--- src/rtl/rdc_pkg.sv ---
`timescale 1ns / 1ps

package rdc_pkg;

    // Field widths.
    localparam int VALUE_W = 31;
    localparam int RADIX_W = 5;
    localparam int CHAR_W  = 7;
    localparam int DIGIT_W = 4;

    // Long division works on a 32-bit word, eight quotient bits per cycle.
    localparam int DIV_W       = 32;
    localparam int CHUNK_W     = 8;
    localparam int N_CHUNKS    = DIV_W / CHUNK_W;
    localparam int CHUNK_CNT_W = $clog2(N_CHUNKS);

    localparam int RADIX_MIN = 2;
    localparam int RADIX_MAX = 16;

    localparam int ASCII_ZERO        = 48;
    localparam int ASCII_LETTER_BASE = 55;
    localparam int DECIMAL_LIMIT     = 10;

    localparam int MAX_DIGITS_DEF = 31;

    typedef enum logic [1:0] {
        S_IDLE,
        S_DIV,
        S_PUSH,
        S_EMIT
    } t_state;

    // Commands from the controller to the datapath.
    typedef struct packed {
        logic load;
        logic div_step;
        logic push;
        logic pop;
    } t_cmd;

    // Status from the datapath to the controller.
    typedef struct packed {
        logic chunk_last;
        logic quot_zero;
        logic count_full;
        logic count_one;
        logic out_free;
    } t_stat;

    function automatic logic [CHAR_W-1:0] digit_to_ascii(input logic [DIGIT_W-1:0] d);
        logic [CHAR_W-1:0] c;
        if (d < DIGIT_W'(DECIMAL_LIMIT)) begin
            c = CHAR_W'(ASCII_ZERO) + CHAR_W'(d);
        end else begin
            c = CHAR_W'(ASCII_LETTER_BASE) + CHAR_W'(d);
        end
        return c;
    endfunction

endpackage

--- src/rtl/rdc_if.sv ---
`timescale 1ns / 1ps

interface rdc_in_if;
    logic                         valid;
    logic                         ready;
    logic [rdc_pkg::VALUE_W-1:0]  value;
    logic [rdc_pkg::RADIX_W-1:0]  radix;

    modport source (output valid, output value, output radix, input ready);
    modport sink   (input valid, input value, input radix, output ready);
endinterface

interface rdc_out_if;
    logic                        valid;
    logic                        ready;
    logic [rdc_pkg::CHAR_W-1:0]  digit_char;
    logic                        last_digit;

    modport source (output valid, output digit_char, output last_digit, input ready);
    modport sink   (input valid, input digit_char, input last_digit, output ready);
endinterface

--- src/rtl/rdc_ctrl.sv ---
`timescale 1ns / 1ps

module rdc_ctrl (
    input  logic           i_clk,
    input  logic           i_rst_n,
    input  logic           i_in_valid,
    input  rdc_pkg::t_stat i_stat,
    output logic           o_in_ready,
    output rdc_pkg::t_cmd  o_cmd
);

    rdc_pkg::t_state r_state;
    rdc_pkg::t_state n_state;

    always_ff @(posedge i_clk) begin
        if (!i_rst_n) begin
            r_state <= rdc_pkg::S_IDLE;
        end else begin
            r_state <= n_state;
        end
    end

    always_comb begin
        n_state = r_state;
        case (r_state)
            rdc_pkg::S_IDLE: begin
                if (i_in_valid) begin
                    n_state = rdc_pkg::S_DIV;
                end
            end
            rdc_pkg::S_DIV: begin
                if (i_stat.chunk_last) begin
                    n_state = rdc_pkg::S_PUSH;
                end
            end
            rdc_pkg::S_PUSH: begin
                if (i_stat.quot_zero || i_stat.count_full) begin
                    n_state = rdc_pkg::S_EMIT;
                end else begin
                    n_state = rdc_pkg::S_DIV;
                end
            end
            rdc_pkg::S_EMIT: begin
                if (i_stat.out_free && i_stat.count_one) begin
                    n_state = rdc_pkg::S_IDLE;
                end
            end
            default: begin
                n_state = rdc_pkg::S_IDLE;
            end
        endcase
    end

    always_comb begin
        o_in_ready     = 1'b0;
        o_cmd          = '0;
        case (r_state)
            rdc_pkg::S_IDLE: begin
                o_in_ready = 1'b1;
                o_cmd.load = i_in_valid;
            end
            rdc_pkg::S_DIV: begin
                o_cmd.div_step = 1'b1;
            end
            rdc_pkg::S_PUSH: begin
                o_cmd.push = 1'b1;
            end
            rdc_pkg::S_EMIT: begin
                o_cmd.pop = i_stat.out_free;
            end
            default: begin
                o_in_ready = 1'b0;
            end
        endcase
    end

endmodule

--- src/rtl/rdc_dpath.sv ---
`timescale 1ns / 1ps

module rdc_dpath #(
    parameter int MAX_DIGITS = rdc_pkg::MAX_DIGITS_DEF
) (
    input  logic                        i_clk,
    input  logic                        i_rst_n,
    input  rdc_pkg::t_cmd               i_cmd,
    input  logic [rdc_pkg::VALUE_W-1:0] i_value,
    input  logic [rdc_pkg::RADIX_W-1:0] i_radix,
    input  logic                        i_out_ready,
    output rdc_pkg::t_stat              o_stat,
    output logic                        o_out_valid,
    output logic [rdc_pkg::CHAR_W-1:0]  o_digit_char,
    output logic                        o_last_digit
);

    localparam int CNT_W = $clog2(MAX_DIGITS + 1);
    localparam int DV_W  = rdc_pkg::DIV_W;
    localparam int RD_W  = rdc_pkg::RADIX_W;
    localparam int DG_W  = rdc_pkg::DIGIT_W;

    logic [DV_W-1:0]                 r_dvd;
    logic [DV_W-1:0]                 n_dvd;
    logic [RD_W-1:0]                 r_radix;
    logic [RD_W-1:0]                 n_radix;
    logic [RD_W-1:0]                 r_rem;
    logic [RD_W-1:0]                 n_rem;
    logic [rdc_pkg::CHUNK_CNT_W-1:0] r_chunk;
    logic [rdc_pkg::CHUNK_CNT_W-1:0] n_chunk;
    logic [CNT_W-1:0]                r_count;
    logic [CNT_W-1:0]                n_count;
    logic [DG_W-1:0]                 r_stack [MAX_DIGITS];
    logic [DG_W-1:0]                 n_stack [MAX_DIGITS];
    logic                            r_out_valid;
    logic                            n_out_valid;
    logic [rdc_pkg::CHAR_W-1:0]      r_out_char;
    logic [rdc_pkg::CHAR_W-1:0]      n_out_char;
    logic                            r_out_last;
    logic                            n_out_last;

    logic [DV_W-1:0] step_dvd;
    logic [RD_W-1:0] step_rem;
    logic [RD_W-1:0] sat_radix;

    // Eight steps of restoring division; quotient bits shift in at the bottom.
    always_comb begin
        step_dvd = r_dvd;
        step_rem = r_rem;
        for (int i = 0; i < rdc_pkg::CHUNK_W; i++) begin
            step_rem = {step_rem[RD_W-2:0], step_dvd[DV_W-1]};
            step_dvd = {step_dvd[DV_W-2:0], 1'b0};
            if (step_rem >= r_radix) begin
                step_rem    = step_rem - r_radix;
                step_dvd[0] = 1'b1;
            end
        end
    end

    always_comb begin
        if (i_radix < RD_W'(rdc_pkg::RADIX_MIN)) begin
            sat_radix = RD_W'(rdc_pkg::RADIX_MIN);
        end else if (i_radix > RD_W'(rdc_pkg::RADIX_MAX)) begin
            sat_radix = RD_W'(rdc_pkg::RADIX_MAX);
        end else begin
            sat_radix = i_radix;
        end
    end

    always_comb begin
        n_dvd       = r_dvd;
        n_radix     = r_radix;
        n_rem       = r_rem;
        n_chunk     = r_chunk;
        n_count     = r_count;
        n_stack     = r_stack;
        n_out_valid = r_out_valid;
        n_out_char  = r_out_char;
        n_out_last  = r_out_last;

        if (i_out_ready) begin
            n_out_valid = 1'b0;
        end

        if (i_cmd.load) begin
            n_dvd   = DV_W'(i_value);
            n_radix = sat_radix;
            n_rem   = '0;
            n_chunk = '0;
            n_count = '0;
        end

        if (i_cmd.div_step) begin
            n_dvd   = step_dvd;
            n_rem   = step_rem;
            n_chunk = r_chunk + 1'b1;
        end

        // The newest digit sits on top of the stack at index zero.
        if (i_cmd.push) begin
            for (int i = MAX_DIGITS - 1; i > 0; i--) begin
                n_stack[i] = r_stack[i-1];
            end
            n_stack[0] = r_rem[DG_W-1:0];
            n_count    = r_count + 1'b1;
            n_rem      = '0;
            n_chunk    = '0;
        end

        if (i_cmd.pop) begin
            for (int i = 0; i < MAX_DIGITS - 1; i++) begin
                n_stack[i] = r_stack[i+1];
            end
            n_stack[MAX_DIGITS-1] = '0;
            n_count     = r_count - 1'b1;
            n_out_valid = 1'b1;
            n_out_char  = rdc_pkg::digit_to_ascii(r_stack[0]);
            n_out_last  = (r_count == CNT_W'(1));
        end
    end

    always_ff @(posedge i_clk) begin
        if (!i_rst_n) begin
            r_out_valid <= 1'b0;
            r_chunk     <= '0;
            r_count     <= '0;
        end else begin
            r_out_valid <= n_out_valid;
            r_chunk     <= n_chunk;
            r_count     <= n_count;
        end
    end

    always_ff @(posedge i_clk) begin
        r_dvd      <= n_dvd;
        r_radix    <= n_radix;
        r_rem      <= n_rem;
        r_stack    <= n_stack;
        r_out_char <= n_out_char;
        r_out_last <= n_out_last;
    end

    always_comb begin
        o_stat.chunk_last = (r_chunk == rdc_pkg::CHUNK_CNT_W'(rdc_pkg::N_CHUNKS - 1));
        o_stat.quot_zero  = (r_dvd == '0);
        o_stat.count_full = (r_count == CNT_W'(MAX_DIGITS - 1));
        o_stat.count_one  = (r_count == CNT_W'(1));
        o_stat.out_free   = !r_out_valid || i_out_ready;
    end

    assign o_out_valid  = r_out_valid;
    assign o_digit_char = r_out_char;
    assign o_last_digit = r_out_last;

endmodule

--- src/rtl/radix_digit_converter.sv ---
`timescale 1ns / 1ps

// Converts a non-negative 31-bit integer to its ASCII digit string in a radix
// from two to sixteen, one digit per output request, most significant digit
// first, with last_digit set on the final digit. A radix below two is taken as
// two and one above sixteen as sixteen; zero gives the single digit '0'. If the
// value needs more than MAX_DIGITS digits, only the MAX_DIGITS least
// significant ones are sent. One request is converted at a time. Each digit
// passes through the shared long divider in chunks of eight quotient bits,
// then its remainder is pushed onto the digit stack, and the digits then
// leave one by one through the output register. A new request is taken as
// soon as the last digit sits in the output register.

module radix_digit_converter #(
    parameter int MAX_DIGITS = rdc_pkg::MAX_DIGITS_DEF
) (
    input  logic       i_clk,
    input  logic       i_rst_n,
    rdc_in_if.sink     i_in,
    rdc_out_if.source  o_out
);

    rdc_pkg::t_cmd  w_cmd;
    rdc_pkg::t_stat w_stat;
    logic           w_in_ready;
    logic           w_out_valid;
    logic [rdc_pkg::CHAR_W-1:0] w_digit_char;
    logic           w_last_digit;

    // The controller sequences divide, push and emit phases.
    rdc_ctrl u_ctrl (
        .i_clk      (i_clk),
        .i_rst_n    (i_rst_n),
        .i_in_valid (i_in.valid),
        .i_stat     (w_stat),
        .o_in_ready (w_in_ready),
        .o_cmd      (w_cmd)
    );

    // The datapath holds the divider, the digit stack and the output register.
    rdc_dpath #(
        .MAX_DIGITS (MAX_DIGITS)
    ) u_dpath (
        .i_clk        (i_clk),
        .i_rst_n      (i_rst_n),
        .i_cmd        (w_cmd),
        .i_value      (i_in.value),
        .i_radix      (i_in.radix),
        .i_out_ready  (o_out.ready),
        .o_stat       (w_stat),
        .o_out_valid  (w_out_valid),
        .o_digit_char (w_digit_char),
        .o_last_digit (w_last_digit)
    );

    assign i_in.ready       = w_in_ready;
    assign o_out.valid      = w_out_valid;
    assign o_out.digit_char = w_digit_char;
    assign o_out.last_digit = w_last_digit;

endmodule

--- src/flat_wrapper.sv ---
// flat-port wrapper written by rule: the top's interface ports become plain ports
module radix_digit_converter_flat 
#(
    parameter int MAX_DIGITS = rdc_pkg::MAX_DIGITS_DEF
)
  (i_clk, i_rst_n, i_in_valid, i_in_value, i_in_radix, i_in_ready, o_out_valid, o_out_digit_char, o_out_last_digit, o_out_ready);
  rdc_in_if i_in_i ();
  rdc_out_if o_out_i ();
  input  logic i_clk;
  input  logic i_rst_n;
  input wire logic [$bits(i_in_i.valid)-1:0] i_in_valid;
  input wire logic [$bits(i_in_i.value)-1:0] i_in_value;
  input wire logic [$bits(i_in_i.radix)-1:0] i_in_radix;
  output wire logic [$bits(i_in_i.ready)-1:0] i_in_ready;
  output wire logic [$bits(o_out_i.valid)-1:0] o_out_valid;
  output wire logic [$bits(o_out_i.digit_char)-1:0] o_out_digit_char;
  output wire logic [$bits(o_out_i.last_digit)-1:0] o_out_last_digit;
  input wire logic [$bits(o_out_i.ready)-1:0] o_out_ready;
  assign i_in_i.valid = i_in_valid;
  assign i_in_i.value = i_in_value;
  assign i_in_i.radix = i_in_radix;
  assign i_in_ready = i_in_i.ready;
  assign o_out_valid = o_out_i.valid;
  assign o_out_digit_char = o_out_i.digit_char;
  assign o_out_last_digit = o_out_i.last_digit;
  assign o_out_i.ready = o_out_ready;
  radix_digit_converter #(.MAX_DIGITS(MAX_DIGITS)) u_core (.i_clk(i_clk), .i_rst_n(i_rst_n), .i_in(i_in_i), .o_out(o_out_i));
endmodule
--- config.mk ---
export PLATFORM = sky130hd
export DESIGN_NAME = radix_digit_converter_flat
export DESIGN_NICKNAME = d
export VERILOG_FILES = /design/src/rtl/rdc_pkg.sv /design/src/rtl/rdc_if.sv /design/src/rtl/rdc_ctrl.sv /design/src/rtl/rdc_dpath.sv /design/src/rtl/radix_digit_converter.sv /design/src/flat_wrapper.sv
export SDC_FILE = /design/constraint.sdc
export NUM_CORES = 1
export LEC_CHECK = 0
export BUFFER_PORTS_ARGS = -buffer_cell sky130_fd_sc_hd__clkbuf_2
export CELL_PAD_IN_SITES_DETAIL_PLACEMENT = 0
export CELL_PAD_IN_SITES_GLOBAL_PLACEMENT = 2
export CORE_ASPECT_RATIO = 1.4
export CORE_MARGIN = 1
export CORE_UTILIZATION = 35
export DETAILED_ROUTE_END_ITERATION = 12
export PLACE_DENSITY = 0.75
export SLEW_MARGIN = 25
export SYNTH_ARGS = -nofsm -noshare
export SYNTH_HDL_FRONTEND = slang
export SYNTH_SLANG_ARGS = --single-unit
--- constraint.sdc ---
create_clock -name i_clk -period 13.9 [get_ports i_clk]
set_input_delay 0 -clock i_clk [delete_from_list [all_inputs] [get_ports i_clk]]
set_output_delay 0 -clock i_clk [all_outputs]
set_load 0.05 [all_outputs]
==> results.yml, run 1 <==
setup_path:
  critPathMaxStageDelay_ns: 0.71
  critical_path.endpoint_type: "register"
  critical-path-top-cell-by-count: "sky130_fd_sc_hd__ha_1"
  timing.critical_path.arrival_ns: 12.07
  data_required_time_of_the_critical_path_ns: 14.26
  worstSetupStartpointType: "register"
  crit_type: "register to register"
  critPathSlowestCell: "sky130_fd_sc_hd__edfxtp_1"
  worstPathMaxFanout: 9
floorplanning:
  floorplan.initialDensity_pct: 35.9
  die-area_mm2: 0.0276
  ioPinCount: 50
  die_height_um: 196
  die_w_um: 141
  core_area_mm2: 0.0263
  placement_rows: 70
yosys:
  synth-edff-count: 165
  ys_async_sr_fraction_pct: 0
  synth_common_cells: "165 x sky130_fd_sc_hd__edfxtp_1, 119 x sky130_fd_sc_hd__a22o_1, 46 x sky130_fd_sc_hd__ha_1, 42 x sky130_fd_sc_hd__inv_1, 40 x sky130_fd_sc_hd__nand2_1"
  synth_area_leader_cell: "sky130_fd_sc_hd__edfxtp_1"
  postSynthNetCount: 832
  syn-instance-count: 738
  syn_avg_cell_area_um2: 12.8
  flip_flop_and_latch_count_after_synthesis: 183
  synthFlopType: "sky130_fd_sc_hd__edfxtp_1"
  synth.yosys.seq_area_share_pct: 56.4
  synth_top_area_share_pct: 52.6
  netlist_area_mm2: 0.00942
  synth.most_common_cell: "sky130_fd_sc_hd__edfxtp_1"
  synthesis.yosys.warnings: 0
  post_synth_main_area_contributors: "sky130_fd_sc_hd__edfxtp_1 53%, sky130_fd_sc_hd__a22o_1 11%, sky130_fd_sc_hd__ha_1 6.1%"
  yosysUniqueCellTypes: 54
clock_network:
  tritoncts: "done"
  cts_resized: 0
  tritoncts.num_buffers: 17
  cts_root_buffer: "sky130_fd_sc_hd__clkbuf_16"
  cts.clk_slew.worst_paths_ns: 0.07
  cts_max_path_buffers: 2
  cts_max_level: 4
  clock_sink_count: 183
  worstSkewPairLatency_ns: 0.43
route:
  drt_iter0_drc: 428
  postRouteAntennaNets: 0
  routed_via_density: 5.50
  finalWirelength_um: 20600
  vias_after_detailed_routing: 6314
  post-route-drc-count: 0
  wire_per_inst_um: 17.9
  drtPass1Iterations: 5
placed_design:
  post-dp-hpwl_um: 13800
  final_gp_congestion: 0.835
  portBuffers: 49
  preCtsSetupSlack_ns: 2.30
finish:
  postLayoutCoreUtil_pct: 41.8
  antennaDiodeCount: 0
  flow.area_growth_from_synthesis_pct: 16.5
  design.final.nets: 906
  proportion_of_layout_cells_with_a_drive_suffix_above_1_pct: 16.4
sta:
  unrepaired_setup_endpoints_after_global_routing: "no"
  setup_viol_count_final: 0
  drv_slew: 0
  slew-limit-headroom_pct: 44.6
  fin_setup_tns_ns: 0
  final_hold_viol_count: 0
  worst_clock_skew_on_the_final_layout_ns: 0.0126
  max_clock_freq_ghz: 0.0854
  setup_slack_after_layout_ns: 2.20
  period_needed_ns: 11.70
  layout_worst_path_cycle_share_pct: 84.2
  slew_at_the_pin_closest_to_its_max_slew_limit_ns: 0.831
grt:
  grt.total_usage_pct: 15.5
  globalRoute.totalOverflow: 0
  grt_antenna_before_repair: 0
  grt_first_pass_wirelength_um: 33600
  largest_net_degree_at_the_start_of_global_routing: 110
  grt_pass1_vias: 6558
run_status:
  outcome: "finished, final reports clean"
worst_hold_path:
  classification_of_the_worst_slack_hold_path: "input pin to register"
job:
  max_cap_violations: 0
==> critical path, delay by kind of cell (launching register included) <==
kind            cells  cell delay (ns)
compound gates     26             5.50
fa+ha+maj           8             2.51
mux                 5             1.74
simple gates        4             0.82
flops               1             0.71
buf+inv             1             0.36
==> cell type report <==
type                    count  area (um2)
clock buffers              17         425
clock inverters            15         158
fillers                  2430       15300
inverters                  42         160
multi-input cells         474        3810
flip-flops and latches    183        5320
well taps                 324         405
repair buffers             94         704
==> cell families after synthesis <==
logic type	count (synthesis)	share of synthesized area, %
AO/OA/AOI/OAI	239	19.4
multiplexers	43	5.16
AND/OR/NAND/NOR	121	6.32
adder cells (fa/ha/maj)	54	7.81
buffers and inverters	81	3.29
XOR/XNOR	17	1.58
flip-flops	183	56.4
==> final timing paths <==
path / from / endpoint / slack, ns / cells after the start
worst max-delay path: u_core.u_dpath.r_radix[1]$_SDFFCE_PP1P_ / u_core.u_dpath.r_rem[2]$_SDFFE_PP0P_ / 2.20 / 44
worst min-delay path: i_in_valid / u_core.u_ctrl.r_state[0]$_SDFFE_PN0P_ / 0.07 / 4
worst max register to register: u_core.u_dpath.r_radix[1]$_SDFFCE_PP1P_ / u_core.u_dpath.r_rem[2]$_SDFFE_PP0P_ / 2.20 / 44
worst min register to register: u_core.u_dpath.r_stack[2]$_SDFFE_PP0P_ / u_core.u_dpath.r_stack[2]$_SDFFE_PP0P_ / 0.46 / 2
==> timing repair <==
action | 4_1_cts | 5_1_grt
hold buffers | 39 | 0
endpoints found under the hold margin | 45 | 0
buffers inserted | 0 | 0
==> state kept, by name, indices dropped and copies added, names as in the netlist <==
signal and flops:
u_core.u_dpath.r_count 5, u_core.u_dpath.r_dvd 32, u_core.u_dpath.r_chunk 2, u_core.u_ctrl.r_state 2, u_core.u_dpath.r_radix 5, u_core.u_dpath.o_out_valid 1
u_core.u_dpath.o_digit_char 7, u_core.u_dpath.o_last_digit 1, u_core.u_dpath.r_stack 124, u_core.u_dpath.r_rem 4
==> cell usage in the layout, fill, tap and decap left out, drive strengths merged, types with 2 or more instances in the layout <==
| cell type | instances |
|---|---|
| xnor2 | 11 |
| nor3 | 6 |
| edfxtp | 165 |
| a22oi | 5 |
| nand2 | 40 |
| clkbuf | 66 |
| ha | 46 |
| a22o | 119 |
| nor4 | 10 |
| a21oi | 33 |
| o211ai | 3 |
| a21o | 15 |
| nand3 | 11 |
| nor2b | 13 |
| nand2b | 6 |
| nand4 | 6 |
| and3 | 3 |
| fa | 8 |
| a222oi | 2 |
| o21a | 5 |
| o21ai | 26 |
| or2 | 2 |
| clkinv | 6 |
| and2 | 5 |
| nor2 | 17 |
| dlygate4sd3 | 39 |
| inv | 50 |
| buf | 6 |
| a31oi | 12 |
| o31ai | 2 |
| mux2i | 7 |
| a2111o | 2 |
| xor2 | 6 |
| dfxtp | 18 |
| a31o | 2 |
| mux2 | 36 |
==> stage by stage <==
step / hold slack, ns / instance area (um2) / cells
floorplan: 0.167 / 9420 / 738
global placement: 0.248 / 9980 / 1077
detailed placement: 0.261 / 9980 / 1077
CTS: 0.0464 / 11000 / 1148
global route: 0.102 / 11000 / 1149
finish: 0.0676 / 11000 / 1149
==> per-layer routing <==
layer | wire, um | track usage [%] | up-vias
li1 | - | - | 3030
met1 | 8930 | 18.2 | 3138
met2 | 10600 | 27.7 | 122
met3 | 594 | 3.00 | 24
met4 | 511 | 6.28 | 0
met5 | 0 | 0 | -
Power of run 1 is left out: the tool's default activity adds up to more than one toggle a clock period on the data nets, which glitch-free logic cannot reach.
==> inputs of run 2 (changes only) <==
--- a/config.mk
+++ b/config.mk
@@ -12,7 +12,7 @@
 export CORE_MARGIN = 1
 export CORE_UTILIZATION = 35
 export DETAILED_ROUTE_END_ITERATION = 12
-export PLACE_DENSITY = 0.75
+export PLACE_DENSITY = 0.77
 export SLEW_MARGIN = 25
 export SYNTH_ARGS = -nofsm -noshare
 export SYNTH_HDL_FRONTEND = slang
==> constraint.sdc (replaced) <==
create_clock -name i_clk -period 10.25 [get_ports i_clk]
set_input_delay 0 -clock i_clk [delete_from_list [all_inputs] [get_ports i_clk]]
set_output_delay 0 -clock i_clk [all_outputs]
set_load 0.05 [all_outputs]
==> results.yml, run 2 (synthesis gave the netlist of run 1 again) <==
run_status:
  outcome: "finished, final reports clean"
finish:
  post-route-cell-area_mm2: 0.0113
  top_register: "u_core.u_dpath.r_stack"
  multi_input_comb_area_mm2: 0.00398
  flow.area_growth_from_synthesis_pct: 19.7
  mostFrequentLayoutCell: "sky130_fd_sc_hd__edfxtp_1"
  finish.cell_count_without_fillers: 1172
  design.final.nets: 929
  antennaDiodeCount: 0
  most-common-layout-cells: "165 x sky130_fd_sc_hd__edfxtp_1, 119 x sky130_fd_sc_hd__a22o_1, 49 x sky130_fd_sc_hd__clkbuf_2, 42 x sky130_fd_sc_hd__ha_1, 41 x sky130_fd_sc_hd__inv_1"
  proportion_of_layout_cells_with_a_drive_suffix_above_1_pct: 21.3
  final-seq-area_mm2: 0.00532
  largest_register_ffs: 124
  filler_cell_count: 2492
sta:
  layout_worst_path_cycle_share_pct: 94.6
  slew-limit-headroom_pct: 35.3
  final_hold_viol_count: 0
  period_needed_ns: 9.70
  setup_viol_count_final: 0
  max_clock_freq_ghz: 0.103
  drv_slew: 0
  slew_at_the_pin_closest_to_its_max_slew_limit_ns: 0.970
  worst_clock_skew_on_the_final_layout_ns: 0.00938
placed_design:
  post-dp-hpwl_um: 13500
  portBuffers: 49
  placement.cell_area_mm2: 0.0101
  placed_cells_incl_taps: 1095
  final_gp_congestion: 0.797
route:
  met3_wire_length_um: 374
  drtPass1Iterations: 4
  max_layer_used: "met4"
  met2_wirelength_um: 10400
  postRouteAntennaNets: 0
  vias_after_detailed_routing: 6298
  routedLengthMet1_um: 9350
  finalWirelength_um: 20700
  routed_via_density: 5.37
  post-route-drc-count: 0
  wire_per_inst_um: 17.7
  drt_iter0_drc: 381
floorplanning:
  die_height_um: 196
  floorplan.initialDensity_pct: 35.9
  placement_rows: 70
  core_area_mm2: 0.0263
  die-area_mm2: 0.0276
  ioPinCount: 50
  die_w_um: 141
clock_network:
  tritoncts.num_buffers: 17
  cts_root_buffer: "sky130_fd_sc_hd__clkbuf_16"
  worstSkewPairLatency_ns: 0.44
  cts.clk_slew.worst_paths_ns: 0.07
  cts_max_path_buffers: 2
  clock_sink_count: 183
  tritoncts: "done"
  cts_max_level: 4
setup_path:
  data_required_time_of_the_critical_path_ns: 10.58
  worstPathMaxFanout: 6
  crit_type: "register to register"
  worstSetupStartpointType: "register"
  timing.critical_path.max_delay_family: "compound AO/OA/AOI/OAI gates"
  critPathMaxStageDelay_ns: 0.38
  critical-path-top-cell-by-count: "sky130_fd_sc_hd__ha_1"
  timing.critical_path.arrival_ns: 10.03
  critical_path.endpoint_type: "register"
  worst-path-buf-inv: 2
  critPathSlowestCell: "sky130_fd_sc_hd__edfxtp_1"
grt:
  globalRoute.totalOverflow: 0
  grt_antenna_before_repair: 0
  grt.total_usage_pct: 15.4
  grt_pass1_vias: 6364
  grt_first_pass_wirelength_um: 32900
  largest_net_degree_at_the_start_of_global_routing: 81
job:
  max_cap_violations: 0
worst_hold_path:
  classification_of_the_worst_slack_hold_path: "input pin to register"
-- run 2: final timing paths --
check / start / end / slack (ns) / cells after the start
min: i_in_valid / u_core.u_ctrl.r_state[0]$_SDFFE_PN0P_ / 0.06 / 4
max reg2reg: u_core.u_dpath.r_radix[2]$_SDFFCE_PP0P_ / u_core.u_dpath.r_rem[0]$_SDFFE_PP0P_ / 0.55 / 47
max: u_core.u_dpath.r_radix[2]$_SDFFCE_PP0P_ / u_core.u_dpath.r_rem[0]$_SDFFE_PP0P_ / 0.55 / 47
min reg2reg: u_core.u_dpath.r_stack[0]$_SDFFE_PP0P_ / u_core.u_dpath.r_stack[0]$_SDFFE_PP0P_ / 0.46 / 2
-- run 2: final cells by class --
| cell class | instances | area share, % |
|---|---|---|
| Clock buffer | 18 | 3.81 |
| Clock inverter | 14 | 1.18 |
| Inverter | 42 | 1.42 |
| Multi-Input combinational cell | 474 | 35.3 |
| Sequential cell | 183 | 47.1 |
| Tap cell | 324 | 3.59 |
| Timing Repair Buffer | 117 | 7.54 |
-- run 2: stage by stage --
step	TNS (ns)	worst slack (ns)	hold slack, ns	utilization (%)
3_5_place_dp	0	0.00267	0.254	38.5
4_1_cts	0	0.0528	0.0408	42.1
3_3_place_gp	0	0.123	0.253	38.5
2_1_floorplan	0	0.418	0.167	-
5_1_grt	-0.226	-0.0849	0.0599	42.9
6_report	0	0.549	0.0608	42.9
-- run 2: what timing repair did --
item	in CTS	in global routing
endpoints found under the hold margin	46	0
pin swaps	0	13
resized for setup	1	28
gates cloned	0	0
endpoints found under the setup margin	2	5
hold buffers	38	0
setup buffers	0	7
-- run 2: worst min-delay path, cell delays in order --
cell	delay, ns
sky130_fd_sc_hd__clkbuf_2	0.10
sky130_fd_sc_hd__nor2_1	0.07
sky130_fd_sc_hd__a21oi_1	0.12
sky130_fd_sc_hd__o221a_2	0.18
-- run 2: layer usage --
metal | track usage (%) | up-vias
met2 | 26.1 | 76
met1 | 18.9 | 3116
met4 | 7.13 | 0
met3 | 2.66 | 24
li1 | - | 3082
met5 | 0 | -
Power of run 2 is left out for the same reason.
==> inputs of run 3 (changes only) <==
--- a/config.mk
+++ b/config.mk
@@ -5,14 +5,15 @@
 export SDC_FILE = /design/constraint.sdc
 export NUM_CORES = 1
 export LEC_CHECK = 0
-export BUFFER_PORTS_ARGS = -buffer_cell sky130_fd_sc_hd__clkbuf_2
+export ABC_AREA = 1
 export CELL_PAD_IN_SITES_DETAIL_PLACEMENT = 0
 export CELL_PAD_IN_SITES_GLOBAL_PLACEMENT = 2
 export CORE_ASPECT_RATIO = 1.4
 export CORE_MARGIN = 1
 export CORE_UTILIZATION = 35
 export DETAILED_ROUTE_END_ITERATION = 12
-export PLACE_DENSITY = 0.77
+export DONT_BUFFER_PORTS = 1
+export PLACE_DENSITY = 0.79
 export SLEW_MARGIN = 25
 export SYNTH_ARGS = -nofsm -noshare
 export SYNTH_HDL_FRONTEND = slang
==> results.yml, run 3 <==
run_status:
  outcome: "finished, final reports clean"
grt:
  grt_antenna_before_repair: 1
  globalRoute.totalOverflow: 0
  grt_pass1_vias: 7258
  largest_net_degree_at_the_start_of_global_routing: 80
  grt_first_pass_wirelength_um: 36600
  grt.total_usage_pct: 15.5
placed_design:
  placement.cell_area_mm2: 0.0106
  placed_cells_incl_taps: 1364
  final_gp_congestion: 0.827
  portBuffers: 0
  post-dp-hpwl_um: 15200
finish:
  most-common-layout-cells: "223 x sky130_fd_sc_hd__inv_1, 165 x sky130_fd_sc_hd__edfxtp_1, 161 x sky130_fd_sc_hd__nand2_1, 80 x sky130_fd_sc_hd__o22ai_2, 48 x sky130_fd_sc_hd__o21ai_0"
  proportion_of_layout_cells_with_a_drive_suffix_above_1_pct: 15.6
  finish.cell_count_without_fillers: 1440
  mostFrequentLayoutCell: "sky130_fd_sc_hd__inv_1"
  top_register: "u_core.u_dpath.r_stack"
  filler_cell_count: 2777
  final-seq-area_mm2: 0.00532
  multi_input_comb_area_mm2: 0.00391
  post-route-cell-area_mm2: 0.0117
  largest_register_ffs: 124
  flow.area_growth_from_synthesis_pct: 14.0
  design.final.nets: 1145
yosys:
  synth_mux_area_share_pct: 0
  yosys.area_share.xor_xnor_pct: 1.45
  synth-edff-count: 165
  syn_avg_cell_area_um2: 10.1
  synth-adder-area-share_pct: 7.17
  flip_flop_and_latch_count_after_synthesis: 183
  synth_common_cells: "229 x sky130_fd_sc_hd__inv_1, 165 x sky130_fd_sc_hd__edfxtp_1, 162 x sky130_fd_sc_hd__nand2_1, 80 x sky130_fd_sc_hd__o22ai_2, 52 x sky130_fd_sc_hd__o21ai_0"
  synth_top_family_by_area: "compound AO/OA/AOI/OAI gates"
  synthesis.yosys.warnings: 0
  syn-instance-count: 1011
  synth.yosys.seq_area_share_pct: 51.8
  synth.most_common_cell: "sky130_fd_sc_hd__inv_1"
  postSynthNetCount: 1105
  synth_top_area_share_pct: 48.3
  synth_area_leader_cell: "sky130_fd_sc_hd__edfxtp_1"
  compound_cell_area_share_of_the_yosys_netlist_pct: 17.2
  ys_async_sr_fraction_pct: 0
  simple_gate_area_share_of_the_yosys_netlist_pct: 11.6
  post_synth_main_area_contributors: "sky130_fd_sc_hd__edfxtp_1 48%, sky130_fd_sc_hd__o22ai_2 9.8%, sky130_fd_sc_hd__inv_1 8.4%"
  synthFlopType: "sky130_fd_sc_hd__edfxtp_1"
  netlist_area_mm2: 0.0103
  yosysUniqueCellTypes: 38
clock_network:
  tritoncts: "done"
  cts.clk_slew.worst_paths_ns: 0.07
  cts_max_level: 4
  cts_root_buffer: "sky130_fd_sc_hd__clkbuf_16"
  cts_max_path_buffers: 2
  tritoncts.num_buffers: 17
  worstSkewPairLatency_ns: 0.44
  clock_sink_count: 183
sta:
  period_needed_ns: 9.41
  fin_setup_tns_ns: 0
  holdWs_ns: 0.303
  layout_worst_path_cycle_share_pct: 91.8
  slew_at_the_pin_closest_to_its_max_slew_limit_ns: 1.02
  final_hold_viol_count: 0
  drv_slew: 0
  setup_viol_count_final: 0
  slew-limit-headroom_pct: 32.3
  max_clock_freq_ghz: 0.106
  worst_clock_skew_on_the_final_layout_ns: 0.0104
job:
  max_cap_violations: 0
setup_path:
  critPathSlowestCell: "sky130_fd_sc_hd__edfxtp_1"
  data_required_time_of_the_critical_path_ns: 10.62
  timing.critical_path.arrival_ns: 9.78
  crit_type: "register to register"
  worstPathMaxFanout: 7
  critPathMaxStageDelay_ns: 0.40
  critical-path-top-cell-by-count: "sky130_fd_sc_hd__nand2_1"
  worstSetupStartpointType: "register"
  critical_path.endpoint_type: "register"
floorplanning:
  die_height_um: 205
  die-area_mm2: 0.0300
  ioPinCount: 50
  core_area_mm2: 0.0286
  placement_rows: 73
  die_w_um: 147
  floorplan.initialDensity_pct: 35.9
route:
  post-route-drc-count: 0
  drt_iter0_drc: 380
  vias_after_detailed_routing: 6964
  routed_via_density: 4.84
  postRouteAntennaNets: 0
  finalWirelength_um: 22100
  drtPass1Iterations: 6
  wire_per_inst_um: 15.3
worst_hold_path:
  classification_of_the_worst_slack_hold_path: "input pin to register"
## run 3: layer usage
metal | vias up | share of wire [%] | track usage [%]
li1 | 3510 | - | -
met1 | 3340 | 44 | 18.5
met2 | 83 | 51 | 27.4
met3 | 31 | 2.7 | 2.67
met4 | 0 | 2.2 | 6.70
met5 | - | 0 | 0
## run 3: path summary, 6_finish.rpt
path / slack [ns] / depth (start not counted) / endpoint / from
max: 0.84 / 65 / u_core.u_dpath.r_rem[2]$_SDFFE_PP0P_ / u_core.u_dpath.r_dvd[31]$_SDFFCE_PN0P_
min: 0.30 / 3 / u_core.u_dpath.r_dvd[12]$_DFFE_PP_ / i_in_value[12]
max reg2reg: 0.84 / 65 / u_core.u_dpath.r_rem[2]$_SDFFE_PP0P_ / u_core.u_dpath.r_dvd[31]$_SDFFCE_PN0P_
min reg2reg: 0.46 / 1 / u_core.u_dpath.r_chunk[0]$_SDFFE_PP0P_ / u_core.u_dpath.r_chunk[0]$_SDFFE_PP0P_
## run 3: timing repair
item	in CTS	in global routing
endpoints found under the hold margin	50	0
gates resized for setup	0	27
hold buffers	39	0
buffers inserted	0	4
endpoints found under the setup margin	0	5
## run 3: final cells by class
| type | instances | area share, % |
|---|---|---|
| well taps | 375 | 4.01 |
| clock buffers | 17 | 3.64 |
| multi-input cells | 558 | 33.4 |
| clock inverters | 15 | 1.42 |
| inverters | 234 | 7.57 |
| diodes | 1 | 0.0214 |
| flip-flops and latches | 183 | 45.4 |
| repair buffers | 57 | 4.49 |
## run 3: worst max-delay path: cells and delay by family, from the launching register on
kind / cells / cell delay (ns)
buf+inv: 12 / 0.87
flops: 1 / 0.40
simple gates: 38 / 4.51
xor+xnor: 1 / 0.18
fa+ha+maj: 9 / 2.67
compound gates: 5 / 0.68
## run 3: kinds of logic (layout without fill, tap and decap cells)
logic type / count (synthesis) / after routing
buffers and inverters: 270 / 323
other: 0 / 1
adders and majority gates: 54 / 54
xor gates and xnor gates: 17 / 17
AOI/OAI and AO/OA: 216 / 216
and+or+nand+nor: 271 / 271
DFF: 183 / 183
## run 3: through the flow
stage	util, %	setup slack [ns]
5_1_grt	40.9	-0.0445
3_3_place_gp	37.1	0.0961
4_1_cts	40.6	0.00778
3_5_place_dp	37.1	0.0891
2_1_floorplan	-	1.08
6_report	40.9	0.840
Power of run 3 is left out for the same reason.
